## config.mk

```make
export PLATFORM = sky130hd
export DESIGN_NAME = rlsm_front
export DESIGN_NICKNAME = d
export VERILOG_FILES = /design/src/rtl/rlsm_pkg.sv /design/src/rtl/rlsm_front.sv
export SDC_FILE = /design/constraint.sdc
export NUM_CORES = 1
export LEC_CHECK = 0
export ABC_AREA = 1
export BUFFER_PORTS_ARGS = -buffer_cell sky130_fd_sc_hd__buf_2
export CAP_MARGIN = 10
export CORE_ASPECT_RATIO = 1.2
export CORE_MARGIN = 1.5
export CORE_UTILIZATION = 55
export DETAILED_ROUTE_END_ITERATION = 16
export GPL_ROUTABILITY_DRIVEN = 0
export PLACE_DENSITY = 0.8
export SLEW_MARGIN = 5
export SYNTH_ARGS = -nofsm -noshare
export SYNTH_HDL_FRONTEND = slang
export SYNTH_SLANG_ARGS = --single-unit
```

## constraint.sdc

```tcl
create_clock -name clock -period 7.9 [get_ports clock]
set_input_delay 0.79 -clock clock [delete_from_list [all_inputs] [get_ports clock]]
set_output_delay 0.79 -clock clock [all_outputs]
set_load 0.05 [all_outputs]
```

## src/rtl/rlsm_pkg.sv

```systemverilog
// Shared types, constants and helpers for the RGB luma Sobel magnitude block.
// No dependencies; every other file in rtl/ except rlsm_ram imports this package.
package rlsm_pkg;

   // Default line length; the port parameter takes its default from here
   localparam int MAX_WIDTH_DEFAULT = 256;

   // Column indexes are carried at a fixed width that covers the largest line
   localparam int COL_BITS = 13;

   // Job queue between the front and the back
   localparam int QUEUE_DEPTH = 4;
   localparam int QPTR_BITS   = 2;
   localparam int QCNT_BITS   = 3;

   // Luma weights, 8-bit fixed point with round to nearest
   localparam logic [7:0]  LUMA_R     = 8'd77;
   localparam logic [7:0]  LUMA_G     = 8'd151;
   localparam logic [7:0]  LUMA_B     = 8'd28;
   localparam logic [15:0] LUMA_ROUND = 16'd128;

   // Square root: radicand below 2^21, first trial bit is 4^10
   localparam int SQ_BITS = 21;
   localparam logic [SQ_BITS-1:0] ROOT_FIRST_BIT = 21'h100000;

   typedef logic [1:0]          slot_type;
   typedef logic [COL_BITS-1:0] col_type;

   // One Sobel evaluation handed from front to back
   typedef struct packed {
      slot_type top;
      slot_type mid;
      slot_type bot;
      col_type  xl;
      col_type  x;
      col_type  xr;
      logic     row_end;
      logic     frame_end;
   } job_type;

   // What the front adds to the queue in one cycle (zero, one or two jobs)
   typedef struct packed {
      logic [1:0] count;
      job_type    first;
      job_type    second;
   } push_type;

   typedef enum logic [2:0] {
      ST_IDLE,
      ST_READ,
      ST_GRAD,
      ST_SQUARE,
      ST_ROOT,
      ST_OUT
   } back_state_type;

   // Slot arithmetic modulo three
   function automatic slot_type slot_next(input slot_type s);
      slot_next = (s == 2'd2) ? 2'd0 : s + 2'd1;
   endfunction

   function automatic slot_type slot_prev(input slot_type s);
      slot_prev = (s == 2'd0) ? 2'd2 : s - 2'd1;
   endfunction

endpackage

```

## src/rtl/rlsm_front.sv

```systemverilog
// Front end: accepts pixel and drain items, converts to luma, writes the line
// store and queues Sobel jobs. Depends on rlsm_pkg.
module rlsm_front import rlsm_pkg::*; #(
   parameter int MAX_WIDTH = MAX_WIDTH_DEFAULT
) (
   input  logic                             clock,
   input  logic                             reset,
   input  logic [8:0]                       frame_width,
   input  logic                             req_valid,
   output logic                             req_stall,
   input  logic                             req_operation,
   input  logic [7:0]                       req_red,
   input  logic [7:0]                       req_green,
   input  logic [7:0]                       req_blue,
   input  logic                             req_frame_start,
   input  logic [QCNT_BITS-1:0]             queue_count,
   input  logic                             back_busy,
   output logic                             wr_en,
   output logic [$clog2(3*MAX_WIDTH)-1:0]   wr_addr,
   output logic [7:0]                       wr_data,
   output push_type                         push
);

   localparam int AW = $clog2(3*MAX_WIDTH);

   col_type  column_ff, column_in;
   col_type  drain_ff,  drain_in;
   logic [1:0] rows_ff, rows_in;
   slot_type rotate_ff, rotate_in;

   col_type  width_eff;
   col_type  last_col;
   col_type  col_start;
   col_type  col;
   logic [1:0] rows_start;
   slot_type cur;
   slot_type mid;
   slot_type top;
   logic     accept;
   logic     first_col;
   logic     pending;
   logic [15:0] luma_sum;
   job_type  job_a;
   job_type  job_b;

   // Effective width: zero acts as one, clipped to the line store
   always_comb begin
      priority if (frame_width == 9'd0) begin
         width_eff = col_type'(1);
      end else if (COL_BITS'(frame_width) > col_type'(MAX_WIDTH)) begin
         width_eff = col_type'(MAX_WIDTH);
      end else begin
         width_eff = COL_BITS'(frame_width);
      end
   end
   assign last_col = width_eff - col_type'(1);

   // Counters as seen by this pixel, after a frame start
   assign col_start  = req_frame_start ? '0 : column_ff;
   assign rows_start = req_frame_start ? 2'd0 : rows_ff;
   assign cur        = req_frame_start ? 2'd0 : rotate_ff;
   assign col        = (col_start < width_eff) ? col_start : last_col;
   assign mid        = slot_prev(cur);
   assign top        = (rows_start == 2'd2) ? slot_next(cur) : mid;

   // A new row overwrites a slot that queued jobs may still read
   assign first_col = req_frame_start || (column_ff == '0);
   assign pending   = (queue_count != '0) || back_busy;
   assign req_stall = (queue_count > QCNT_BITS'(QUEUE_DEPTH - 2))
                      || (!req_operation && first_col && pending);
   assign accept    = req_valid && !req_stall;

   // Luma conversion
   assign luma_sum = 16'(LUMA_R) * 16'(req_red) + 16'(LUMA_G) * 16'(req_green)
                   + 16'(LUMA_B) * 16'(req_blue) + LUMA_ROUND;

   assign wr_en   = accept && !req_operation;
   assign wr_addr = AW'(cur) * AW'(MAX_WIDTH) + AW'(col);
   assign wr_data = luma_sum[15:8];

   // Job building
   always_comb begin
      job_a = '0;
      job_b = '0;
      push  = '0;
      if (req_operation) begin
         // drain: bottom row replicated from the middle row
         job_a.mid       = slot_prev(rotate_ff);
         job_a.top       = (rows_ff == 2'd2) ? slot_next(rotate_ff)
                                             : slot_prev(rotate_ff);
         job_a.bot       = slot_prev(rotate_ff);
         job_a.x         = drain_ff;
         job_a.xl        = (drain_ff != '0) ? drain_ff - col_type'(1) : '0;
         job_a.xr        = (drain_ff < last_col) ? drain_ff + col_type'(1) : last_col;
         job_a.row_end   = (drain_ff == last_col);
         job_a.frame_end = (drain_ff == last_col);
         if (accept && (rows_ff != 2'd0) && (drain_ff < width_eff)) begin
            push.count = 2'd1;
         end
      end else begin
         // column behind the input
         job_a.top     = top;
         job_a.mid     = mid;
         job_a.bot     = cur;
         job_a.x       = col - col_type'(1);
         job_a.xl      = (col > col_type'(1)) ? col - col_type'(2) : '0;
         job_a.xr      = col;
         job_a.row_end = 1'b0;
         // last column of the row
         job_b.top     = top;
         job_b.mid     = mid;
         job_b.bot     = cur;
         job_b.x       = col;
         job_b.xl      = (col != '0) ? col - col_type'(1) : '0;
         job_b.xr      = col;
         job_b.row_end = 1'b1;
         if (accept && (rows_start != 2'd0)) begin
            priority if ((col != '0) && (col == last_col)) begin
               push.count = 2'd2;
            end else if (col != '0) begin
               push.count = 2'd1;
            end else if (col == last_col) begin
               push.count = 2'd1;
               job_a      = job_b;
            end else begin
               push.count = 2'd0;
            end
         end
      end
      push.first  = job_a;
      push.second = job_b;
   end

   // Counter updates
   always_comb begin
      column_in = column_ff;
      drain_in  = drain_ff;
      rows_in   = rows_ff;
      rotate_in = rotate_ff;
      if (accept) begin
         if (req_operation) begin
            if ((rows_ff != 2'd0) && (drain_ff < width_eff)) begin
               drain_in = drain_ff + col_type'(1);
            end
         end else begin
            drain_in = '0;
            if (col == last_col) begin
               column_in = '0;
               rotate_in = slot_next(cur);
               rows_in   = (rows_start == 2'd2) ? 2'd2 : rows_start + 2'd1;
            end else begin
               column_in = col + col_type'(1);
               rotate_in = cur;
               rows_in   = rows_start;
            end
         end
      end
   end

   always_ff @(posedge clock) begin
      if (reset) begin
         column_ff <= '0;
         drain_ff  <= '0;
         rows_ff   <= 2'd0;
         rotate_ff <= 2'd0;
      end else begin
         column_ff <= column_in;
         drain_ff  <= drain_in;
         rows_ff   <= rows_in;
         rotate_ff <= rotate_in;
      end
   end

endmodule

```

==> out/summary.txt <==
total clock buffers created by CTS -> 5
R2R Setup Slk -> 3.98 ns
clock share of power -> 7.2%
placed cell area -> 8750 um^2
peak fanout along the critical path -> 4
Tcrit/Tclk final -> 86.2%
global-route wire length before repair -> 36400 um
pre-CTS setup slack -> 1.05 ns
Gate power share -> 87.9%
fin nets -> 1496
row count -> 48
top-area cell type share of the netlist area -> 20.2%
DR vias -> 8025
final setup vio count -> 0
Clock Root Buffer -> clkbuf_16
Period minus WS final -> 6.81 ns
vias in the first global route -> 7586
Worst setup SP type -> input port
CTS tree -> built
Pleak -> 5.02 nW
flops & latches, synth -> 30
Die Y -> 135 um
Worst-path clk slew -> 0.05 ns
post-synthesis sequential area ratio -> 7.47%
# IOs -> 158
cts hold-fix bufs -> 0
status -> finished, final reports clean
Inserted Diodes -> 0
Critical Path RT -> 7.11 ns
Setup crit end kind -> output port
DRC -> 0
share of cells above drive strength 1 -> 18.0%
Int Power -> 1.06 mW
final instance area -> 8920 um^2
setup_tns -> 0 ns
CP endpoint -> wr_data[5]
Core ar. -> 14400 um^2
Synth area leader -> ha_1
critical path arrival -> 6.02 ns
mapped cell area -> 8040 um^2
chip width -> 113 um
Worst Skew -> 0.00635 ns
Area growth, synth to finish -> 11.0%
max frequency -> 147 MHz
switching share of power -> 65.4%
HPWL Detailed -> 19000 um
Core Util, Final -> 62.1%
crit path kind -> in -> out
full die area -> 15400 um^2
GRT overflow -> 0
VDD IR max -> 1.04 mV
Syn Area/Cell -> 7.01 um^2
post-CTS setup buffers -> 0
drt pass-1 iters -> 5
Slew @ Worst Pin -> 0.983 ns
Routed WL per cell -> 15.9 um
Post-Layout Cell Count -> 1439
port buffer count -> 152
Synth area leaders -> ha_1 20%, fa_1 15%, inv_1 9.6%
reg-to-reg endpoint -> column_ff[6]
DP Cell Count -> 1431
Reg power frac -> 5.0%
DR iter-0 viols -> 537
net switching power -> 2.01 mW
WL final -> 22900 um
initial antenna violation count -> 0
Netlist cell types -> 51
vias per cell -> 5.58
Slew HR -> 33.8%
Total GRT Usage -> 29.9%
Max Root-Sink Buffers -> 2
Cell Pwr Density -> 344 nW/um^2
Hold Crit Class -> reg -> reg
RSZ-0062 raised after global routing -> false
largest net degree at the start of global routing -> 69
worst setup margin -> 1.09 ns
Routed Antenna Nets -> 0
Clock Sinks -> 30
number of H-tree levels -> 2
synthesized instance count -> 1146
Initial Utilization -> 56.0%
# resized after CTS -> 0
max-slew violations -> 0
Max Cap Viol -> 0
Clock Latency Late Sink -> 0.29 ns
r2r worst-path depth -> 16
Setup crit start -> req_blue[2]
Final Hold Fails -> 0
Ys Warns -> 0
FF-to-FF Start -> column_ff[6]
==> synthesized netlist by cell type (all sizes together) <==
master,n
or2,3
dfxtp,30
o2111a,1
o31ai,1
o211ai,6
nand3,67
ha,130
a21oi,63
xnor2,6
clkinv,2
nand4,41
o21ai,60
conb,2
nor2,119
a21o,1
a31o,3
a211o,1
inv,214
nor3,17
o21a,2
nor4,2
o21bai,3
xor2,35
fa,61
o22ai,4
nand2,218
o221ai,1
clkbuf,19
or4,1
a211oi,3
buf,30
==> state kept, by name, summed over array words and instances, names as in the netlist <==
signal / cells
drain_ff: 13
rows_ff: 2
rotate_ff: 2
column_ff: 13
==> how the worst min path moves through the flow <==
| stage | startpoint | endpoint | slack, ns | depth (start not counted) |
|---|---|---|---|---|
| 4_1_cts | column_ff[10] | column_ff[10] | 0.45 | 2 |
| 3_3_place_gp | column_ff[11] | column_ff[11] | 0.44 | 2 |
| 5_1_grt | column_ff[6] | column_ff[6] | 0.48 | 2 |
| 3_5_place_dp | column_ff[10] | column_ff[10] | 0.44 | 2 |
| 6_report | column_ff[10] | column_ff[10] | 0.46 | 2 |
| 2_1_floorplan | column_ff[12] | column_ff[12] | 0.43 | 2 |
==> per-layer routing <==
layer	wire length [um]	vias up	GRT usage [%]
met3	1510	81	3.00
li1	-	3892	-
met4	1190	0	14.6
met1	8490	3697	33.3
met2	11700	355	56.5
met5	0	-	0
==> layout make-up <==
cell class / count / area, um^2
repair buffers: 154 / 776
clock buffers: 5 / 125
multi-input cells: 856 / 6340
inverters: 216 / 820
flip-flops and latches: 30 / 601
clock inverters: 3 / 40.0
fillers: 1351 / 5440
well taps: 175 / 219
==> cell usage in the layout (no fill, tap or decap), types with 16 or more instances in the layout <==
master / instances
dfxtp_1: 30
buf_2: 152
a21oi_1: 62
nor2_1: 109
fa_1: 61
inv_1: 205
o21ai_0: 46
ha_1: 130
nand2_1: 191
xor2_1: 35
nand4_1: 39
nor3_1: 16
nand3_1: 62
nand2_4: 16
==> stage by stage <==
step	hold slack [ns]	power [mW]
floorplan	0.428	2.18
global placement	0.442	2.80
detailed placement	0.444	2.87
CTS	0.453	3.10
global route	0.478	3.37
finish	0.456	3.07
==> logic make-up after synthesis <==
family	synth area share, %
AND/OR/NAND/NOR	28.0
buffers and inverters	13.9
adder cells (fa/ha/maj)	35.4
AO/OA/AOI/OAI	10.7
XOR/XNOR	4.47
flip-flops	7.47
other	0.0934
==> critical path, stage by stage <==
cell and delay [ns]:
buf_2 0.13, fa_1 0.49, ha_1 0.36, a21oi_1 0.14
nand2_1 0.10, xor2_1 0.17, fa_1 0.46, fa_1 0.51
inv_1 0.05, fa_1 0.47, fa_1 0.54, inv_1 0.04
ha_1 0.26, inv_1 0.03, o21bai_1 0.26, a21oi_1 0.19
o21bai_1 0.25, nand2_1 0.12, nand2_1 0.10, nand2_1 0.05
nand2_1 0.07, xor2_1 0.14, buf_2 0.28
==> power by group through the flow <==
stage | Sequential (mW) | Clock (mW) | Combinational [mW]
floorplan | 0.155 | 0 | 2.02
global placement | 0.156 | 0 | 2.65
detailed placement | 0.156 | 0 | 2.72
CTS | 0.152 | 0.219 | 2.73
global route | 0.152 | 0.229 | 2.99
finish | 0.152 | 0.221 | 2.70
Power figures use the tool's default switching activity.
