<file path="src/rtl/rlsm_pkg.sv">
// Shared types, constants and helpers for the RGB luma Sobel magnitude block.
// No dependencies; every other file in rtl/ except rlsm_ram imports this package.
package rlsm_pkg;

   // Default line length; the port parameter takes its default from here
   localparam int MAX_WIDTH_DEFAULT = 256;

   // Column indexes are carried at a fixed width that covers the largest line
   localparam int COL_BITS = 13;

   // Job queue between the front and the back
   localparam int QUEUE_DEPTH = 4;
   localparam int QPTR_BITS   = 2;
   localparam int QCNT_BITS   = 3;

   // Luma weights, 8-bit fixed point with round to nearest
   localparam logic [7:0]  LUMA_R     = 8'd77;
   localparam logic [7:0]  LUMA_G     = 8'd151;
   localparam logic [7:0]  LUMA_B     = 8'd28;
   localparam logic [15:0] LUMA_ROUND = 16'd128;

   // Square root: radicand below 2^21, first trial bit is 4^10
   localparam int SQ_BITS = 21;
   localparam logic [SQ_BITS-1:0] ROOT_FIRST_BIT = 21'h100000;

   typedef logic [1:0]          slot_type;
   typedef logic [COL_BITS-1:0] col_type;

   // One Sobel evaluation handed from front to back
   typedef struct packed {
      slot_type top;
      slot_type mid;
      slot_type bot;
      col_type  xl;
      col_type  x;
      col_type  xr;
      logic     row_end;
      logic     frame_end;
   } job_type;

   // What the front adds to the queue in one cycle (zero, one or two jobs)
   typedef struct packed {
      logic [1:0] count;
      job_type    first;
      job_type    second;
   } push_type;

   typedef enum logic [2:0] {
      ST_IDLE,
      ST_READ,
      ST_GRAD,
      ST_SQUARE,
      ST_ROOT,
      ST_OUT
   } back_state_type;

   // Slot arithmetic modulo three
   function automatic slot_type slot_next(input slot_type s);
      slot_next = (s == 2'd2) ? 2'd0 : s + 2'd1;
   endfunction

   function automatic slot_type slot_prev(input slot_type s);
      slot_prev = (s == 2'd0) ? 2'd2 : s - 2'd1;
   endfunction

endpackage

</file>
<file path="src/rtl/rlsm_back.sv">
// Back end: reads the 3x3 window from the line store, forms the Sobel
// gradients and an iterative integer square root. Depends on rlsm_pkg.
module rlsm_back import rlsm_pkg::*; #(
   parameter int MAX_WIDTH = MAX_WIDTH_DEFAULT
) (
   input  logic                           clock,
   input  logic                           reset,
   input  job_type                        head,
   input  logic                           head_valid,
   output logic                           pop,
   output logic                           busy,
   output logic                           rd_en,
   output logic [$clog2(3*MAX_WIDTH)-1:0] rd_addr,
   input  logic [7:0]                     rd_data,
   output logic                           rsp_valid,
   input  logic                           rsp_stall,
   output logic [10:0]                    rsp_magnitude,
   output logic signed [10:0]             rsp_grad_x,
   output logic signed [10:0]             rsp_grad_y,
   output logic                           rsp_row_end,
   output logic                           rsp_frame_end
);

   localparam int AW = $clog2(3*MAX_WIDTH);

   back_state_type state_ff, state_in;
   job_type             job_ff;
   logic [3:0]          step_ff;
   logic [7:0]          px_ff [8];
   logic signed [10:0]  gx_ff;
   logic signed [10:0]  gy_ff;
   logic [SQ_BITS-1:0]  v_ff;
   logic [SQ_BITS:0]    root_ff;
   logic [SQ_BITS-1:0]  bit_ff;

   slot_type            tap_slot;
   col_type             tap_col;
   logic signed [10:0]  sum_l, sum_r, sum_t, sum_b;
   logic signed [21:0]  sq_x, sq_y;
   logic [SQ_BITS:0]    trial;

   // Window tap order: top l/m/r, mid l/r, bottom l/m/r
   always_comb begin
      unique case (step_ff[2:0])
         3'd0: begin tap_slot = job_ff.top; tap_col = job_ff.xl; end
         3'd1: begin tap_slot = job_ff.top; tap_col = job_ff.x;  end
         3'd2: begin tap_slot = job_ff.top; tap_col = job_ff.xr; end
         3'd3: begin tap_slot = job_ff.mid; tap_col = job_ff.xl; end
         3'd4: begin tap_slot = job_ff.mid; tap_col = job_ff.xr; end
         3'd5: begin tap_slot = job_ff.bot; tap_col = job_ff.xl; end
         3'd6: begin tap_slot = job_ff.bot; tap_col = job_ff.x;  end
         default: begin tap_slot = job_ff.bot; tap_col = job_ff.xr; end
      endcase
   end
   assign rd_addr = AW'(tap_slot) * AW'(MAX_WIDTH) + AW'(tap_col);

   // Column and row sums of the window
   assign sum_l = 11'(px_ff[0]) + 11'({px_ff[3], 1'b0}) + 11'(px_ff[5]);
   assign sum_r = 11'(px_ff[2]) + 11'({px_ff[4], 1'b0}) + 11'(px_ff[7]);
   assign sum_t = 11'(px_ff[0]) + 11'({px_ff[1], 1'b0}) + 11'(px_ff[2]);
   assign sum_b = 11'(px_ff[5]) + 11'({px_ff[6], 1'b0}) + 11'(px_ff[7]);

   assign sq_x  = gx_ff * gx_ff;
   assign sq_y  = gy_ff * gy_ff;
   assign trial = root_ff + (SQ_BITS+1)'(bit_ff);

   // Next state and control
   always_comb begin
      state_in = state_ff;
      pop      = 1'b0;
      rd_en    = 1'b0;
      unique case (state_ff)
         ST_IDLE: begin
            if (head_valid) begin
               pop      = 1'b1;
               state_in = ST_READ;
            end
         end
         ST_READ: begin
            rd_en = (step_ff < 4'd8);
            if (step_ff == 4'd8) begin
               state_in = ST_GRAD;
            end
         end
         ST_GRAD:   state_in = ST_SQUARE;
         ST_SQUARE: state_in = ST_ROOT;
         ST_ROOT: begin
            if (bit_ff == SQ_BITS'(1)) begin
               state_in = ST_OUT;
            end
         end
         ST_OUT: begin
            if (!rsp_stall) begin
               state_in = ST_IDLE;
            end
         end
         default: state_in = ST_IDLE;
      endcase
   end

   always_ff @(posedge clock) begin
      if (reset) begin
         state_ff <= ST_IDLE;
      end else begin
         state_ff <= state_in;
      end
   end

   // Datapath
   always_ff @(posedge clock) begin
      unique case (state_ff)
         ST_IDLE: begin
            job_ff  <= head;
            step_ff <= 4'd0;
         end
         ST_READ: begin
            step_ff <= step_ff + 4'd1;
            if (step_ff != 4'd0) begin
               px_ff[step_ff[2:0] - 3'd1] <= rd_data;
            end
         end
         ST_GRAD: begin
            gx_ff <= sum_r - sum_l;
            gy_ff <= sum_b - sum_t;
         end
         ST_SQUARE: begin
            v_ff    <= sq_x[SQ_BITS-1:0] + sq_y[SQ_BITS-1:0];
            root_ff <= '0;
            bit_ff  <= ROOT_FIRST_BIT;
         end
         ST_ROOT: begin
            if ((SQ_BITS+1)'(v_ff) >= trial) begin
               v_ff    <= v_ff - trial[SQ_BITS-1:0];
               root_ff <= (root_ff >> 1) + (SQ_BITS+1)'(bit_ff);
            end else begin
               root_ff <= root_ff >> 1;
            end
            bit_ff <= bit_ff >> 2;
         end
         default: begin
         end
      endcase
   end

   assign busy          = (state_ff != ST_IDLE);
   assign rsp_valid     = (state_ff == ST_OUT);
   assign rsp_magnitude = root_ff[10:0];
   assign rsp_grad_x    = gx_ff;
   assign rsp_grad_y    = gy_ff;
   assign rsp_row_end   = job_ff.row_end;
   assign rsp_frame_end = job_ff.frame_end;

endmodule

</file>
<file path="config.mk">
export PLATFORM = sky130hd
export DESIGN_NAME = rlsm_back
export DESIGN_NICKNAME = d
export VERILOG_FILES = /design/src/rtl/rlsm_pkg.sv /design/src/rtl/rlsm_back.sv
export SDC_FILE = /design/constraint.sdc
export NUM_CORES = 1
export LEC_CHECK = 0
export BUFFER_PORTS_ARGS = -buffer_cell sky130_fd_sc_hd__buf_4
export CORE_MARGIN = 3
export CORE_UTILIZATION = 40
export CTS_CLUSTER_DIAMETER = 150
export DETAILED_ROUTE_END_ITERATION = 6
export GPL_ROUTABILITY_DRIVEN = 0
export PLACE_DENSITY = 0.59
export SYNTH_ARGS = -nofsm -noshare
export SYNTH_HDL_FRONTEND = slang
export SYNTH_SLANG_ARGS = --single-unit
</file>
<file path="constraint.sdc">
create_clock -name clock -period 7.2 [get_ports clock]
set_input_delay 1.44 -clock clock [delete_from_list [all_inputs] [get_ports clock]]
set_output_delay 1.44 -clock clock [all_outputs]
set_load 0.02 [all_outputs]
</file>
==> run summary <==
=================================================================================================================
Run status                                                                                              completed
M3 GR Usage                                                                                                 2.40%
Most used routing layer in global routing                                                                    met2
Clock root buffer master                                                                             sky130_fd_sc_hd__clkbuf_16
Number of buffers created by CTS                                                                               17
Number of primary I/O pins                                                                                    108
Clock tree from TritonCTS                                                                                     yes
Warnings from Yosys                                                                                             0
Unrepaired setup endpoints after global routing                                                             false
# clock sinks                                                                                                 185
Launching element type of the critical path                                                                  flop
Remaining DRCs                                                                                                  0
FP Rows                                                                                                        79
Effective utilization at floorplan                                                                          41.0%
Critical-path cell list                                                                              buf_12, and2_1, fa_1, inv_1, fa_1, fa_1, fa_1, fa_1, fa_1, inv_1, fa_1, ha_1, o21a_1, a2111oi_4, or3_1, a31oi_1, a41o_1, a21oi_1, xnor2_1, mux2_2
Commonest cells in the synthesized netlist                                                           sky130_fd_sc_hd__inv_1, sky130_fd_sc_hd__fa_1, sky130_fd_sc_hd__edfxtp_1, sky130_fd_sc_hd__ha_1, sky130_fd_sc_hd__nand2_1
Cell count after synthesis                                                                                   1804
Worst r2r src                                                                                        rsp_grad_x[2]
Critical Path Slowest Stage Cell                                                                     sky130_fd_sc_hd__fa_1
Top cell type's share of synthesized area                                                                   29.7%
Yosys top cell by area                                                                               sky130_fd_sc_hd__fa_1
Post-layout nets                                                                                             2423
Number of iterations in the first detailed-routing pass                                                         5
Post-Route Skew                                                                                        0.00828 ns
Die area                                                                                                51000 µm²
Die extent in y                                                                                            226 µm
Via count                                                                                                   12500
Final setup violation count                                                                                     0
Ranking of synthesized cells by area                                                                 sky130_fd_sc_hd__fa_1, sky130_fd_sc_hd__edfxtp_1, sky130_fd_sc_hd__ha_1, sky130_fd_sc_hd__inv_1, sky130_fd_sc_hd__xnor2_1
Total negative setup slack                                                                                   0 ns
Period minus WS final                                                                                     6.92 ns
Async set or reset register ratio after synthesis                                                              0%
Proportion of synthesized area in mux cells                                                                0.349%
Peak Freq                                                                                               0.145 GHz
Global route total overflow                                                                                     0
Area share of and/or/nand/nor cells after synthesis                                                         9.57%
Data required time at the worst endpoint                                                                  7.40 ns
Xor and xnor area share after synthesis                                                                     4.89%
Maximum clock insertion buffer count                                                                            2
Worst slew pin tran                                                                                       1.04 ns
Final Cycle Share                                                                                           96.1%
Max-slew violation total from the final report                                                                  0
Cell family contributing the most delay on the critical path                                          adder cells
Hpwl dp                                                                                                   33.7 mm
Class of the tightest hold or removal check                                                          flop to flop
Netlist cell types                                                                                             60
Sequential-to-total area share from yosys stat                                                              28.6%
Met1 layer usage reported by global route                                                                   22.9%
Synth Net Count                                                                                              2308
Die width                                                                                                  226 µm
Dominant combinational cell family by area after synthesis                                            adder cells
Critical path peak fanout                                                                                      12
Iter 0 DRT Violations                                                                                         564
DR vias/cell                                                                                                 4.90
Arrival time at the worst endpoint                                                                        7.11 ns
Launch point of the worst path                                                                       rsp_grad_x[2]
Compound-Gate Fraction of Synth Area                                                                        7.81%
Arithmetic-cell share of the synthesized area counting full adders, half adders and majority gates          39.9%
CP endpoint kind                                                                                             flop
Relative slew slack                                                                                         30.6%
Netlist Area Pre-Place                                                                                  19300 µm²
Vias in the first global route                                                                              13500
Pin count of the biggest net entering global routing                                                           55
Most frequently used flop master after synthesis                                                     sky130_fd_sc_hd__edfxtp_1
Synth-to-Final Area Change                                                                                  11.8%
Max-Cap Viols                                                                                                   0
Slowest cell delay on critical path                                                                       0.55 ns
Most frequent cell on the critical path                                                              sky130_fd_sc_hd__fa_1
Top-count cell post-synth                                                                            sky130_fd_sc_hd__inv_1
Reg clk slew, reported paths                                                                              0.08 ns
Average size of a mapped cell                                                                            10.7 µm²
Global router's overall resource usage                                                                      17.0%
DR WL/cell                                                                                                16.2 µm
H-tree lvl count                                                                                                4
Routed wire length                                                                                        41.2 mm
Critical path buffer and inverter count                                                                         3
Hold path start                                                                                         bit_ff[8]
Wire length of the first global-routing pass                                                              68.7 mm
Core Region                                                                                             47100 µm²
Crit Path Category                                                                                   flop to flop
Number of register bits inferred by synthesis                                                                 185
Met2 Usage GRT                                                                                              29.5%
Layout cell share with drive strength beyond 1                                                              10.4%
Initial antenna violation count                                                                                 0
Count of inserted antenna diode cells                                                                           0
Number of buffers inserted by hold repair at cts                                                                0
Total count of hold-check failures in the final report                                                          0
Port bufs                                                                                                      98
Number of enable-type register cells in the synthesized netlist                                               182
Post-DRT Antenna Nets                                                                                           0
Clock latency reported for the late side of the worst-skew pair                                           0.45 ns
=================================================================================================================
==> cell families after synthesis <==
group                    Yosys count
AO/OA/AOI/OAI                    236
XOR/XNOR                         108
adder cells (fa/ha/maj)          445
buffers and inverters            442
flip-flops                       185
multiplexers                       6
AND/OR/NAND/NOR                  382
==> final timing paths <==
check / cells after the start / slack [ns] / endpoint
worst max register to register: 20 / 0.28 / v_ff[20]
worst max-delay path: 20 / 0.28 / v_ff[20]
worst min register to register: 1 / 0.63 / bit_ff[6]
worst min-delay path: 1 / 0.63 / bit_ff[6]
==> repair_timing <==
item,4_1_cts,5_1_grt
buffers inserted,0,10
gates resized for setup,0,2
setup endpoints to repair,0,1
==> registers in the layout (all words and copies together) (netlist names) <==
name,flops
px_ff,64
job_ff,36
root_ff,22
v_ff,21
bit_ff,11
rsp_grad_x,11
rsp_grad_y,11
step_ff,4
state_ff,3
rsp_frame_end,1
rsp_row_end,1
==> routing by layer <==
layer  routed length, µm  vias up
li1                    -     5999
met1               18400     6266
met2               21200      151
met3                1070       35
met4                 528        0
met5                   0        -
==> placed cells by master (no fill, tap or decap), types with 6 or more instances in the layout <==
cell type / count
sky130_fd_sc_hd__inv_1: 392
sky130_fd_sc_hd__fa_1: 287
sky130_fd_sc_hd__edfxtp_1: 182
sky130_fd_sc_hd__ha_1: 158
sky130_fd_sc_hd__nand2_1: 144
sky130_fd_sc_hd__buf_4: 143
sky130_fd_sc_hd__xnor2_1: 71
sky130_fd_sc_hd__nor2_1: 68
sky130_fd_sc_hd__a21oi_1: 66
sky130_fd_sc_hd__and2_1: 59
sky130_fd_sc_hd__o21ai_0: 47
sky130_fd_sc_hd__xor2_1: 37
sky130_fd_sc_hd__nor2b_1: 30
sky130_fd_sc_hd__a211oi_1: 19
sky130_fd_sc_hd__a31oi_1: 19
sky130_fd_sc_hd__a21o_1: 19
sky130_fd_sc_hd__clkbuf_16: 17
sky130_fd_sc_hd__nand2b_1: 14
sky130_fd_sc_hd__nor3_1: 13
sky130_fd_sc_hd__nand3_1: 12
sky130_fd_sc_hd__o21bai_1: 11
sky130_fd_sc_hd__a22oi_1: 11
sky130_fd_sc_hd__nand4_1: 7
sky130_fd_sc_hd__o211ai_1: 6
==> worst reg2reg max path, cell delays in order (launching register included) <==
cell and delay [ns]:
sky130_fd_sc_hd__edfxtp_1 0.50, sky130_fd_sc_hd__buf_12 0.20, sky130_fd_sc_hd__and2_1 0.21, sky130_fd_sc_hd__fa_1 0.54, sky130_fd_sc_hd__inv_1 0.05, sky130_fd_sc_hd__fa_1 0.51, sky130_fd_sc_hd__fa_1 0.43, sky130_fd_sc_hd__fa_1 0.54
sky130_fd_sc_hd__fa_1 0.46, sky130_fd_sc_hd__fa_1 0.55, sky130_fd_sc_hd__inv_1 0.07, sky130_fd_sc_hd__fa_1 0.47, sky130_fd_sc_hd__ha_1 0.35, sky130_fd_sc_hd__o21a_1 0.24, sky130_fd_sc_hd__a2111oi_4 0.38, sky130_fd_sc_hd__or3_1 0.20
sky130_fd_sc_hd__a31oi_1 0.13, sky130_fd_sc_hd__a41o_1 0.26, sky130_fd_sc_hd__a21oi_1 0.17, sky130_fd_sc_hd__xnor2_1 0.11, sky130_fd_sc_hd__mux2_2 0.28
==> area by class of cell <==
| type | instances | area [µm²] |
|---|---|---|
| clock buffers | 17 | 425 |
| clock inverters | 15 | 175 |
| fillers | 4339 | 25500 |
| inverters | 393 | 1480 |
| multi-input cells | 1177 | 12100 |
| flip-flops and latches | 185 | 5530 |
| well taps | 607 | 759 |
| repair buffers | 145 | 1110 |
==> per-stage QoR <==
stage               setup WS (ns)  utilization (%)  cell area (µm²)  cells  hold slack, ns
global placement            0.255             44.4            20900   2497           0.615
detailed placement          0.247             44.4            20900   2497           0.620
floorplan                   0.440                -            19300   1804           0.583
finish                      0.284             45.8            21600   2539           0.631
CTS                         0.218             45.6            21500   2529           0.638
global route              0.00129             45.8            21600   2539           0.671
Power is left out: the tool's default activity adds up to more than one toggle a clock period on the data nets, which glitch-free logic cannot reach.
