`src/rtl/rlsm_pkg.sv`:
```
// Shared types, constants and helpers for the RGB luma Sobel magnitude block.
// No dependencies; every other file in rtl/ except rlsm_ram imports this package.
package rlsm_pkg;

   // Default line length; the port parameter takes its default from here
   localparam int MAX_WIDTH_DEFAULT = 256;

   // Column indexes are carried at a fixed width that covers the largest line
   localparam int COL_BITS = 13;

   // Job queue between the front and the back
   localparam int QUEUE_DEPTH = 4;
   localparam int QPTR_BITS   = 2;
   localparam int QCNT_BITS   = 3;

   // Luma weights, 8-bit fixed point with round to nearest
   localparam logic [7:0]  LUMA_R     = 8'd77;
   localparam logic [7:0]  LUMA_G     = 8'd151;
   localparam logic [7:0]  LUMA_B     = 8'd28;
   localparam logic [15:0] LUMA_ROUND = 16'd128;

   // Square root: radicand below 2^21, first trial bit is 4^10
   localparam int SQ_BITS = 21;
   localparam logic [SQ_BITS-1:0] ROOT_FIRST_BIT = 21'h100000;

   typedef logic [1:0]          slot_type;
   typedef logic [COL_BITS-1:0] col_type;

   // One Sobel evaluation handed from front to back
   typedef struct packed {
      slot_type top;
      slot_type mid;
      slot_type bot;
      col_type  xl;
      col_type  x;
      col_type  xr;
      logic     row_end;
      logic     frame_end;
   } job_type;

   // What the front adds to the queue in one cycle (zero, one or two jobs)
   typedef struct packed {
      logic [1:0] count;
      job_type    first;
      job_type    second;
   } push_type;

   typedef enum logic [2:0] {
      ST_IDLE,
      ST_READ,
      ST_GRAD,
      ST_SQUARE,
      ST_ROOT,
      ST_OUT
   } back_state_type;

   // Slot arithmetic modulo three
   function automatic slot_type slot_next(input slot_type s);
      slot_next = (s == 2'd2) ? 2'd0 : s + 2'd1;
   endfunction

   function automatic slot_type slot_prev(input slot_type s);
      slot_prev = (s == 2'd0) ? 2'd2 : s - 2'd1;
   endfunction

endpackage

```
`src/rtl/rlsm_queue.sv`:
```
// Job queue between front and back: up to two pushes and one pop per cycle.
// Depends on rlsm_pkg.
module rlsm_queue import rlsm_pkg::*; (
   input  logic                 clock,
   input  logic                 reset,
   input  push_type             push,
   input  logic                 pop,
   output job_type              head,
   output logic                 head_valid,
   output logic [QCNT_BITS-1:0] count
);

   job_type                entry_ff [QUEUE_DEPTH];
   logic [QPTR_BITS-1:0]   wr_ptr_ff, wr_ptr_in;
   logic [QPTR_BITS-1:0]   rd_ptr_ff, rd_ptr_in;
   logic [QCNT_BITS-1:0]   count_ff,  count_in;
   logic                   do_pop;

   assign do_pop     = pop && (count_ff != '0);
   assign head       = entry_ff[rd_ptr_ff];
   assign head_valid = (count_ff != '0);
   assign count      = count_ff;

   always_comb begin
      wr_ptr_in = wr_ptr_ff + QPTR_BITS'(push.count);
      rd_ptr_in = rd_ptr_ff + QPTR_BITS'(do_pop);
      count_in  = count_ff + QCNT_BITS'(push.count) - QCNT_BITS'(do_pop);
   end

   // Entry storage
   always_ff @(posedge clock) begin
      if (push.count != 2'd0) begin
         entry_ff[wr_ptr_ff] <= push.first;
      end
      if (push.count == 2'd2) begin
         entry_ff[wr_ptr_ff + QPTR_BITS'(1)] <= push.second;
      end
   end

   always_ff @(posedge clock) begin
      if (reset) begin
         wr_ptr_ff <= '0;
         rd_ptr_ff <= '0;
         count_ff  <= '0;
      end else begin
         wr_ptr_ff <= wr_ptr_in;
         rd_ptr_ff <= rd_ptr_in;
         count_ff  <= count_in;
      end
   end

endmodule

```
`config.mk`:
```
export PLATFORM = sky130hd
export DESIGN_NAME = rlsm_queue
export DESIGN_NICKNAME = d
export VERILOG_FILES = /design/src/rtl/rlsm_pkg.sv /design/src/rtl/rlsm_queue.sv
export SDC_FILE = /design/constraint.sdc
export NUM_CORES = 1
export LEC_CHECK = 0
export CAP_MARGIN = 20
export CORE_MARGIN = 1.5
export CORE_UTILIZATION = 30
export CTS_BUF_LIST = sky130_fd_sc_hd__clkbuf_16
export CTS_CLUSTER_DIAMETER = 30
export DETAILED_ROUTE_END_ITERATION = 6
export DONT_BUFFER_PORTS = 1
export HOLD_SLACK_MARGIN = 0.06
export SLEW_MARGIN = 20
export SYNTH_ARGS = -nofsm -noshare
export SYNTH_HDL_FRONTEND = slang
export SYNTH_SLANG_ARGS = --single-unit
```
`constraint.sdc`:
```
create_clock -name clock -period 5.7 [get_ports clock]
set_clock_uncertainty 0.15 [all_clocks]
set_input_delay 0.285 -clock clock [delete_from_list [all_inputs] [get_ports clock]]
set_output_delay 0.285 -clock clock [all_outputs]
set_load 0.02 [all_outputs]
```
==> results.txt, run 1 <==
----------------------------------------------------
[Placed design]
  HPWL reported at the end of detailed placement ... 13000 µm
  Number of placed instances with taps included ... 878
  Global placement routability congestion ... 0.699
  Count of input and output buffers ... 0
  Post-placement setup slack ... 2550 ps

[Die]
  # rows ... 65
  CORE AREA ... roughly 31000 µm²
  Die height ... 181 µm
  Initial Utilization ... a little over 30%
  Die width ... 181 µm
  Die Outline Area ... 32900 µm²
  IO Pins ... 150

[Logic synthesis]
  Register bit total from synthesis ... 195
  Post-Syn Area ... 9540 µm²
  Count of different cell masters after synthesis ... 27
  Number of warning messages in the yosys log ... 0
  Gate count of the mapped netlist ... 498
  Syn_area_per_cell ... roughly 19 µm²
  Post-Synthesis Net Count ... 601
  Sequential cell area fraction in the yosys report ... about three fifths

[Cells and area]
  Leading cell types in the layout, fill and taps excluded ... 188 x sky130_fd_sc_hd__edfxtp_1, 146 x sky130_fd_sc_hd__dlygate4sd3_1, 92 x sky130_fd_sc_hd__mux2_2
  Post-layout nets ... 745
  Cell Count, Final, Fillers Out ... 1057
  Most common cell after layout, fill and taps aside ... sky130_fd_sc_hd__edfxtp_1
  Synthesis-to-layout area growth ... 26.2%
  Ant diodes ... 0
  Share of post-route cells with drive strength above 1 ... 30.5%
  Filler cell count ... just under 3000

[Critical path]
  WP data arrival ... between 3000 and 4000 ps
  Worst endpoint required time ... 5750 ps
  Startpoint class of the critical path ... flip-flop
  Worst reg-to-reg path cell count ... 4
  End of the worst register-to-register path ... entry_ff[1][1]$_DFFE_PP_
  Origin of the critical flop-to-flop path ... wr_ptr_ff[1]$_SDFF_PP0_
  Critical path class ... flip-flop to flip-flop
  Maximum fanout along the worst path ... 35
  Capturing element type of the critical path ... flip-flop
  Worst-case register-to-register setup slack ... about 2500 ps

[Routing]
  Remaining routing DRC violations ... 0
  Wirelength, routed ... 23500 µm
  Routed wire per std cell ... 22.2 µm
  Post-DR vias/cell ... 4.94
  Number of DRC markers after the initial detailed-route iteration ... 284
  TritonRoute pass-1 iters ... 6
  Count of antenna-violating nets left after detailed routing ... 0
  Vias ... between 5000 and 6000

[CTS]
  CTS Buf Count ... 17
  TritonCTS clock tree ... built
  Number of sinks handled by clock tree synthesis ... 195
  Clock latency at the later pin of the worst-skew pair ... about 450 ps
  Setup bufs post-CTS ... 0
  CTS max path bufs ... 2
  CTS root buffer ... sky130_fd_sc_hd__clkbuf_16
  Clock transition time at the flip-flop clock pins of the worst setup and hold paths ... 70 ps
  Number of levels the H-tree was split into ... 4

[Worst hold path]
  Class of the tightest hold or removal check ... input port to flip-flop
  Worst Hold Endpoint ... count[2]$_SDFF_PP0_
  HP Start ... push[95]
  Worst Hold Depth ... 4

[Power and ir drop]
  Maximum VDD drop ... 0.191 mV
  Power density over the cells ... between 300 and 400 nW/µm²
  Static leakage ... ~4.0 nW

[STA]
  Slew margin rel. ... 34.3%
  Setup Viol. Count Final ... 0
  Crit path time final ... between 3000 and 4000 ps
  Count of endpoints failing hold in the final timing report ... 0
  Count of final max-slew check failures ... 0
  Final period utilization ... 56.0%
  Actual slew at the worst max-slew pin ... 985 ps
  Peak clock frequency supported by timing ... 0.313 GHz
  Setup repair after global routing missed its margin ... no
  Final setup TNS ... 0 ps
  Setup WS post-layout ... 2510 ps

[Global route]
  Overall Global Routing Usage ... around 15%
  Global-route wire length before repair ... 36100 µm
  Number of global-route vias before repair ... 5981
  Grt total ovfl ... 0
  Maximum number of pins on one net before global-route repair ... 49
  Number of antenna violations at the first check in global routing ... 0

[Run status]
  Result of the run ... finished, final reports clean

[Flow run]
  Max Cap Viol ... 0

----------------------------------------------------
how the worst max path moves through the flow:
stage                                  from                   endpoint  slack, ps  cells after the start
floorplan                          push[95]   entry_ff[0][0]$_DFFE_PP_       1180                      3
global placement    wr_ptr_ff[1]$_SDFF_PP0_  entry_ff[2][29]$_DFFE_PP_       2640                      4
detailed placement  wr_ptr_ff[1]$_SDFF_PP0_  entry_ff[2][29]$_DFFE_PP_       2550                      4
CTS                 wr_ptr_ff[1]$_SDFF_PP0_  entry_ff[1][12]$_DFFE_PP_       2490                      4
global route        wr_ptr_ff[1]$_SDFF_PP0_   entry_ff[1][8]$_DFFE_PP_       2350                      4
finish              wr_ptr_ff[1]$_SDFF_PP0_   entry_ff[1][1]$_DFFE_PP_       2510                      4
critical path, cell delays in order, from the launching register on:
cell and delay (ps):
sky130_fd_sc_hd__dfxtp_1 440, sky130_fd_sc_hd__nor4b_4 700, sky130_fd_sc_hd__buf_4 650, sky130_fd_sc_hd__mux2_2 410, sky130_fd_sc_hd__dlygate4sd3_1 570
layer usage:
layer / part of all wire, % / wire length (µm) / track usage, %
met1: 41 / 9660 / 17.2
met2: 53 / 12400 / 26.6
met3: 4.8 / 1120 / 4.21
met4: 1.4 / 333 / 4.77
met5: 0 / 0 / 0
cells in the mapped netlist, drive strengths merged:
cell | count | share of area (%)
and4bb | 2 | 0.26
buf | 29 | 2.3
clkbuf | 3 | 0.12
dfxtp | 7 | 1.5
edfxtp | 188 | 59
fa | 1 | 0.21
ha | 3 | 0.39
inv | 4 | 0.16
mux2 | 190 | 23
mux2i | 2 | 0.21
mux4 | 47 | 11
nand4b | 1 | 0.092
nor2 | 6 | 0.24
nor2b | 5 | 0.33
nor4b | 1 | 0.16
o21ai | 1 | 0.052
o21bai | 2 | 0.16
o311ai | 1 | 0.092
o31ai | 1 | 0.079
or2 | 1 | 0.066
or3 | 1 | 0.066
xnor3 | 2 | 0.47
cell type report:
| cell class | instances | area [µm²] | share of cell area (%) |
|---|---|---|---|
| multi-input combinational | 267 | 3560 | 29.6 |
| inverter | 4 | 15.0 | 0.125 |
| clock inverter | 15 | 176 | 1.47 |
| tap | 402 | 503 | 4.18 |
| clock buffer | 17 | 425 | 3.53 |
| sequential | 195 | 5790 | 48.1 |
| timing repair buffer | 157 | 1570 | 13.0 |
power breakdown:
part	switching [mW]	internal [mW]
Combinational	0.515	0.421
Clock	0.580	0.697
Sequential	0.0912	1.76
kinds of logic after synthesis:
kind of cell               synth area share [%]
muxes                                      34.1
AOI/OAI and AO/OA                         0.380
DFF                                        60.7
adders and majority gates                 0.603
buffers and inverters                      2.56
xor gates and xnor gates                  0.472
and+or+nand+nor                            1.21
registers in the layout, indices dropped and copies added (netlist names):
signal     cells
entry_ff     188
count          3
rd_ptr_ff      2
wr_ptr_ff      2
per-stage QoR:
stage / area (µm²) / power [mW] / util, % / hold slack [ps]
after global routing: 12000 / 4.24 / 38.4 / 115
after global placement: 9940 / 2.69 / 31.7 / 212
after CTS: 12000 / 4.11 / 38.3 / 61.3
after floorplan: 9540 / 2.53 / - / 207
final: 12000 / 4.06 / 38.4 / 87.5
after detailed placement: 9950 / 2.72 / 31.7 / 212
timing repair:
| action | 4_1_cts | 5_1_grt |
|---|---|---|
| endpoints found under the hold margin | 195 | 0 |
| resized for setup | 0 | 0 |
| hold buffers | 146 | 0 |
No activity file was read; power rests on OpenSTA's default activity.
==> run 2, diff against run 1 <==
clock period = 2.7 ns   (was 5.7 ns; I/O delays follow)
==> run 2 against run 1 <==
Against the previous run: final cell count increased by 0.57%; critical path depth up 1; sequential power grew 110%; first-iteration DRC count fell by 22%; utilization increased by 0.20 points; wire length is 2.3% higher; clock-buffer cell count stayed put; highest routed layer unchanged; sequential share of layout area fell by 0.25 points; largest cell class unchanged; maximum frequency grew 22%; setup slack lost 2400 ps; non-clock buffer count rose by 6.
==> results.txt, run 2 (synthesis results as in run 1) <==
----------------------------------------------------
[Cells and area]
  Cell Count, Final, Fillers Out ... 1063 (+0.57%)
  Post-layout nets ... 751 (+0.81%)
  Synthesis-to-layout area growth ... 26.9%
  Ant diodes ... 0 (unchanged)
  Share of post-route cells with drive strength above 1 ... 30.9% (+0.33 points)
  Most common cell after layout, fill and taps aside ... sky130_fd_sc_hd__edfxtp_1
  Max FFs per register ... 188 (unchanged)
  Filler cell count ... 2887 (+0.10%)
  Leading cell types in the layout, fill and taps excluded ... 188 x sky130_fd_sc_hd__edfxtp_1, 146 x sky130_fd_sc_hd__dlygate4sd3_1, 92 x sky130_fd_sc_hd__mux2_2
  Largest Register ... entry_ff

[Die]
  Die width ... 181 µm (unchanged)
  IO Pins ... 150 (unchanged)
  CORE AREA ... 31400 µm² (unchanged)
  Initial Utilization ... 30.4% (unchanged)
  # rows ... 65 (unchanged)
  Die height ... 181 µm (unchanged)
  Die Outline Area ... 32900 µm² (unchanged)

[CTS]
  Number of levels the H-tree was split into ... 4 (unchanged)
  Clock latency at the later pin of the worst-skew pair ... 440 ps (about the same)
  CTS root buffer ... sky130_fd_sc_hd__clkbuf_16
  Clock transition time at the flip-flop clock pins of the worst setup and hold paths ... 70 ps (about the same)
  Number of sinks handled by clock tree synthesis ... 195 (unchanged)
  CTS max path bufs ... 2 (unchanged)
  CTS Buf Count ... 17 (unchanged)
  TritonCTS clock tree ... built

[Power and ir drop]
  Proportion of power drawn by combinational gates ... 25.3% (+2.3 points)
  Static leakage ... 4.00 nW (+0.64%)
  Sequential Power Share ... 45.9% (+0.4 points)
  Switching power total ... 2.46 mW (+110%)
  Maximum VDD drop ... 0.489 mV (+160%)
  Power density over the cells ... 690 nW/µm² (+100%)
  Power Internal ... 5.90 mW (+110%)
  Part of the power in the clock network ... 28.8% (-2.6 points)
  Switching fraction of total power ... 29.4% (+0.22 points)

[Placed design]
  Count of input and output buffers ... 0 (unchanged)
  HPWL reported at the end of detailed placement ... 13400 µm (+2.6%)
  Number of placed instances with taps included ... 885 (+0.80%)
  Global placement routability congestion ... 0.700 (+0.23%)

[Routing]
  Count of antenna-violating nets left after detailed routing ... 0 (unchanged)
  Post-DR vias/cell ... 5.02 (+1.6%)
  Wirelength, routed ... 24000 µm (+2.3%)
  Routed wire per std cell ... 22.6 µm (+1.8%)
  Vias ... 5334 (+2.1%)
  Number of DRC markers after the initial detailed-route iteration ... 221 (-22%)
  Remaining routing DRC violations ... 0 (unchanged)
  TritonRoute pass-1 iters ... 4 (-2)

[Critical path]
  WP data arrival ... 2660 ps (-580 ps)
  Capturing element type of the critical path ... flip-flop
  Worst endpoint required time ... 2740 ps (-3010 ps)
  Critical path class ... flip-flop to flip-flop
  Maximum fanout along the worst path ... 24 (-31%)
  Worst reg-to-reg path cell count ... 5 (+1)
  Startpoint class of the critical path ... flip-flop

[STA]
  Count of endpoints failing hold in the final timing report ... 0 (unchanged)
  Hold Worst Slack ... 93.3 ps (+5.84 ps)
  Crit path time final ... 2620 ps (-567 ps)
  Peak clock frequency supported by timing ... 0.381 GHz (+22%)
  Setup repair after global routing missed its margin ... no
  Setup Viol. Count Final ... 0 (unchanged)
  Slew margin rel. ... 49.4% (+15 points)
  Final setup TNS ... 0 ps (unchanged)
  Final period utilization ... 97.1% (+41 points)
  Count of final max-slew check failures ... 0 (unchanged)
  Actual slew at the worst max-slew pin ... 750 ps (-235 ps)

[Run status]
  Result of the run ... finished, final reports clean

[Global route]
  Number of antenna violations at the first check in global routing ... 1 (+1)
  Overall Global Routing Usage ... 15.2% (+0.33 points)
  Global-route wire length before repair ... 36600 µm (+1.6%)
  Number of global-route vias before repair ... 6125 (+2.4%)
  Maximum number of pins on one net before global-route repair ... 51 (+4.1%)
  Grt total ovfl ... 0 (unchanged)

[Worst hold path]
  Worst Hold Depth ... 3 (-1)
  Class of the tightest hold or removal check ... input port to flip-flop

[Flow run]
  Max Cap Viol ... 0 (unchanged)

----------------------------------------------------
[run 2: cell count changes in the layout (fill, tap and decap cells not counted), moves of 2 or more]
cell	change
sky130_fd_sc_hd__clkinv_4	+3
sky130_fd_sc_hd__buf_12	+8
sky130_fd_sc_hd__bufinv_16	-2
sky130_fd_sc_hd__inv_6	-5
[run 2: worst max-delay path, cell delays in order, from the launching register on]
cell                            delay, ps
sky130_fd_sc_hd__dfxtp_1              320
sky130_fd_sc_hd__buf_4                170
sky130_fd_sc_hd__and4bb_4             340
sky130_fd_sc_hd__buf_4                420
sky130_fd_sc_hd__mux2_2               380
sky130_fd_sc_hd__dlygate4sd3_1        550
[run 2: layer usage]
metal / routed length (µm) / part of all wire [%] / up-vias / track usage [%]
met3: 1340 / 5.6 / 22 / 4.25
met4: 307 / 1.3 / 0 / 4.80
met5: 0 / 0 / - / 0
met2: 12200 / 51 / 146 / 26.6
met1: 10200 / 42 / 2834 / 18.1
li1: - / - / 2332 / -
[run 2: cell type report]
class | count | area [µm²] | area share [%]
Clock inverter | 15 | 119 | 0.982
Multi-Input combinational cell | 267 | 3560 | 29.4
Sequential cell | 195 | 5790 | 47.8
Timing Repair Buffer | 163 | 1690 | 14.0
Tap cell | 402 | 503 | 4.16
Inverter | 4 | 15.0 | 0.124
Clock buffer | 17 | 425 | 3.51
[run 2: timing repair]
action | 4_1_cts | 5_1_grt
hold buffers | 146 | 0
setup buffers | 0 | 0
hold endpoints to repair | 195 | 0
gates resized for setup | 0 | 0
[run 2: per-stage QoR]
stage | util [%] | power, mW | instance area (µm²) | setup slack [ps]
2_1_floorplan | - | 5.33 | 9550 | -410
3_3_place_gp | 32.2 | 5.77 | 10100 | 346
3_5_place_dp | 32.2 | 5.81 | 10100 | 369
4_1_cts | 38.6 | 8.45 | 12100 | 93.2
5_1_grt | 38.6 | 8.70 | 12100 | 1.47
6_report | 38.6 | 8.35 | 12100 | 77.3
[run 2: power by group through the flow]
stage                     sequential [mW]  clock [mW]  combinational, mW
after floorplan                      3.87           0               1.46
after global placement               3.88           0               1.89
after detailed placement             3.91           0               1.90
after CTS                            3.84        2.47               2.14
after global routing                 3.86        2.59               2.25
final                                3.83        2.41               2.11
[run 2: path summary, 6_finish.rpt]
check	slack, ps	end	from
worst max-delay path	80	entry_ff[2][8]$_DFFE_PP_	wr_ptr_ff[1]$_SDFF_PP0_
worst min-delay path	90	count[1]$_SDFF_PP0_	push[94]
worst max register to register	80	entry_ff[2][8]$_DFFE_PP_	wr_ptr_ff[1]$_SDFF_PP0_
worst min register to register	650	wr_ptr_ff[0]$_SDFF_PP0_	wr_ptr_ff[0]$_SDFF_PP0_
==> run 3, diff against run 2 <==
SETUP_SLACK_MARGIN = 0.4   (was default)
clock period = 2.85 ns   (was 2.7 ns; I/O delays follow)
==> run 3 against run 2 <==
Against the previous run: hold slack improved by 64 ps; clock power decreased by 5%; via count decreased by 3.5%; first-iteration DRC count increased by 7.7%; utilization decreased by 1.3 points; die area unchanged; largest cell class unchanged; register-to-register slack improved by 470 ps; sequential cell count unchanged; global-route usage decreased by 0.28 points; power decreased by 5.6%; critical path type is now flip-flop to primary output.
==> results.txt, run 3 (synthesis results as in run 1) <==
----------------------------------------------------
[Run status]
  Result of the run ... finished, final reports clean

[Routing]
  Remaining routing DRC violations ... 0 (unchanged)
  Number of DRC markers after the initial detailed-route iteration ... 238 (+7.7%)
  Wirelength, routed ... 23400 µm (-2.6%)
  Count of antenna-violating nets left after detailed routing ... 0 (unchanged)
  Routed wire per std cell ... 22.9 µm (+1.4%)
  Met2 wire length ... 11900 µm (-2.8%)
  Top Layer Used ... met4
  Met3 wire len ... 1480 µm (+11%)
  TritonRoute pass-1 iters ... 4 (unchanged)
  Vias ... 5146 (-3.5%)
  Wire length on met1 ... 9690 µm (-4.6%)
  Post-DR vias/cell ... 5.04 (+0.44%)

[Cells and area]
  Cell Count, Final, Fillers Out ... 1021 (-4.0%)
  Synthesis-to-layout area growth ... 22.5%
  Leading cell types in the layout, fill and taps excluded ... 188 x sky130_fd_sc_hd__edfxtp_1, 103 x sky130_fd_sc_hd__dlygate4sd3_1, 92 x sky130_fd_sc_hd__mux2_2
  Max FFs per register ... 188 (unchanged)
  Post-route design area ... 11700 µm² (-3.5%)
  Post-layout nets ... 709 (-5.6%)
  Largest Register ... entry_ff
  Ant diodes ... 0 (unchanged)
  Most common cell after layout, fill and taps aside ... sky130_fd_sc_hd__edfxtp_1
  Share of post-route cells with drive strength above 1 ... 34.1% (+3.2 points)

[Worst hold path]
  Worst Hold Endpoint ... entry_ff[1][18]$_DFFE_PP_
  Class of the tightest hold or removal check ... input port to flip-flop
  Worst Hold Depth ... 3 (unchanged)
  HP Start ... push[94]

[Power and ir drop]
  Final Power ... 7.89 mW (-5.6%)
  Static leakage ... 3.81 nW (-4.7%)
  Power density over the cells ... 675 nW/µm² (-2.2%)
  Maximum VDD drop ... 0.465 mV (-4.9%)

[STA]
  Setup repair after global routing missed its margin ... no
  Slew margin rel. ... 39.4% (-10 points)
  Setup Viol. Count Final ... 0 (unchanged)
  Actual slew at the worst max-slew pin ... 910 ps (+160 ps)
  Crit path time final ... 2310 ps
  Count of endpoints failing hold in the final timing report ... 0 (unchanged)
  Final period utilization ... roughly 81%
  Peak clock frequency supported by timing ... 0.432 GHz
  Count of final max-slew check failures ... 0 (unchanged)

[Critical path]
  Worst reg-to-reg path cell count ... 6 (+1)
  End of the worst register-to-register path ... count[2]$_SDFF_PP0_
  Slowest cell on crit path ... sky130_fd_sc_hd__dfxtp_2
  Critical path class ... flip-flop to primary output
  Largest incremental delay on the critical path ... 750 ps (+200 ps)
  Startpoint class of the critical path ... flip-flop
  Worst path cell trace ... buf_12, mux4_2
  Combined buffer and inverter count along the critical path ... 1 (-2)
  Worst-case register-to-register setup slack ... 550 ps (+470 ps)
  Cell type group with the largest total delay on the critical path ... flip-flops
  Maximum fanout along the worst path ... 30 (+25%)
  Start point of the critical path ... rd_ptr_ff[1]$_SDFF_PP0_
  WP data arrival ... 2020 ps (-640 ps)
  Capturing element type of the critical path ... primary output
  Worst endpoint required time ... 2560 ps (-180 ps)
  Origin of the critical flop-to-flop path ... count[2]$_SDFF_PP0_

[Global route]
  Overall Global Routing Usage ... 14.9% (-0.28 points)
  Grt total ovfl ... 0 (unchanged)
  Number of antenna violations at the first check in global routing ... 0 (-1)
  Maximum number of pins on one net before global-route repair ... 48 (-5.9%)
  Number of global-route vias before repair ... 5862 (-4.3%)
  Global-route wire length before repair ... 35900 µm (-2.1%)

[Die]
  Initial Utilization ... 30.4% (unchanged)
  # rows ... 65 (unchanged)
  IO Pins ... 150 (unchanged)
  Die Outline Area ... 32900 µm² (unchanged)
  Die height ... 181 µm (unchanged)
  CORE AREA ... 31400 µm² (unchanged)
  Die width ... 181 µm (unchanged)

[Placed design]
  HPWL reported at the end of detailed placement ... 13500 µm (+1.1%)
  Count of input and output buffers ... 0 (unchanged)
  Number of placed instances with taps included ... 885 (unchanged)
  Global placement routability congestion ... 0.745 (+6.3%)
  Cell Area, Placed ... 10100 µm² (-0.12%)

[CTS]
  Number of sinks handled by clock tree synthesis ... 195 (unchanged)
  CTS root buffer ... sky130_fd_sc_hd__clkbuf_16
  CTS Buf Count ... 17 (unchanged)
  Clock latency at the later pin of the worst-skew pair ... 440 ps (about the same)
  Number of levels the H-tree was split into ... 4 (unchanged)
  CTS max path bufs ... 2 (unchanged)
  Clock transition time at the flip-flop clock pins of the worst setup and hold paths ... 80 ps (about the same)
  TritonCTS clock tree ... built

[Flow run]
  Max Cap Viol ... 0 (unchanged)

----------------------------------------------------
## run 3: changes by cell type in the layout (fill, tap and decap cells not counted), moves of 2 or more
cell                            previous run  this run
sky130_fd_sc_hd__clkinv_1                  2         0
sky130_fd_sc_hd__inv_8                     0         3
sky130_fd_sc_hd__dlygate4sd3_1           146       103
sky130_fd_sc_hd__inv_6                     2         4
sky130_fd_sc_hd__clkinv_4                  3         1
sky130_fd_sc_hd__inv_1                     6         4
sky130_fd_sc_hd__clkinvlp_4                2         4
## run 3: cell type report
| type | instances | area (µm²) |
|---|---|---|
| Clock buffer | 17 | 425 |
| Clock inverter | 15 | 123 |
| Fill cell | 2930 | 19700 |
| Inverter | 4 | 15.0 |
| Multi-Input combinational cell | 267 | 3570 |
| Sequential cell | 195 | 5790 |
| Tap cell | 402 | 503 |
| Timing Repair Buffer | 121 | 1260 |
## run 3: per-stage QoR
| step | TNS, ps | setup slack [ps] | hold WS [ps] | util (%) |
|---|---|---|---|---|
| 2_1_floorplan | -12230 | -260 | 64.1 | - |
| 3_3_place_gp | 0 | 551 | 66.9 | 32.1 |
| 3_5_place_dp | 0 | 517 | 70.5 | 32.1 |
| 4_1_cts | 0 | 439 | 133 | 37.2 |
| 5_1_grt | 0 | 409 | 149 | 37.2 |
| 6_report | 0 | 535 | 157 | 37.2 |
## run 3: repair_timing
item	in CTS	in global routing
hold endpoints to repair	195	0
buffers inserted	1	0
gates resized for setup	0	2
setup endpoints to repair	12	5
hold buffers	103	0
## run 3: worst max-delay path by stage
stage	cells after the start	to	slack, ps
after floorplan	2	entry_ff[1][0]$_DFFE_PP_	-260
after global placement	3	entry_ff[2][6]$_DFFE_PP_	550
after detailed placement	3	entry_ff[2][10]$_DFFE_PP_	520
after CTS	2	head[41]	440
after global routing	2	head[41]	410
final	2	head[1]	540
## run 3: power breakdown
part	leakage (nW)	internal, mW	switching (mW)
sequential	1.82	3.52	0.179
combinational	1.72	0.832	1.07
clock	0.262	1.14	1.15
total	3.81	5.49	2.40
## run 3: per-layer routing
metal | vias to the layer above | track usage [%]
met2 | 147 | 25.2
met1 | 2712 | 18.2
li1 | 2261 | -
met3 | 26 | 4.56
met4 | 0 | 4.93
met5 | - | 0
## run 3: worst register-to-register path: stages (launching register included)
cell	delay, ps
sky130_fd_sc_hd__dfxtp_1	420
sky130_fd_sc_hd__o31ai_2	370
sky130_fd_sc_hd__mux2i_1	150
sky130_fd_sc_hd__ha_1	230
sky130_fd_sc_hd__fa_1	450
sky130_fd_sc_hd__xnor3_1	360
sky130_fd_sc_hd__nor2_1	110
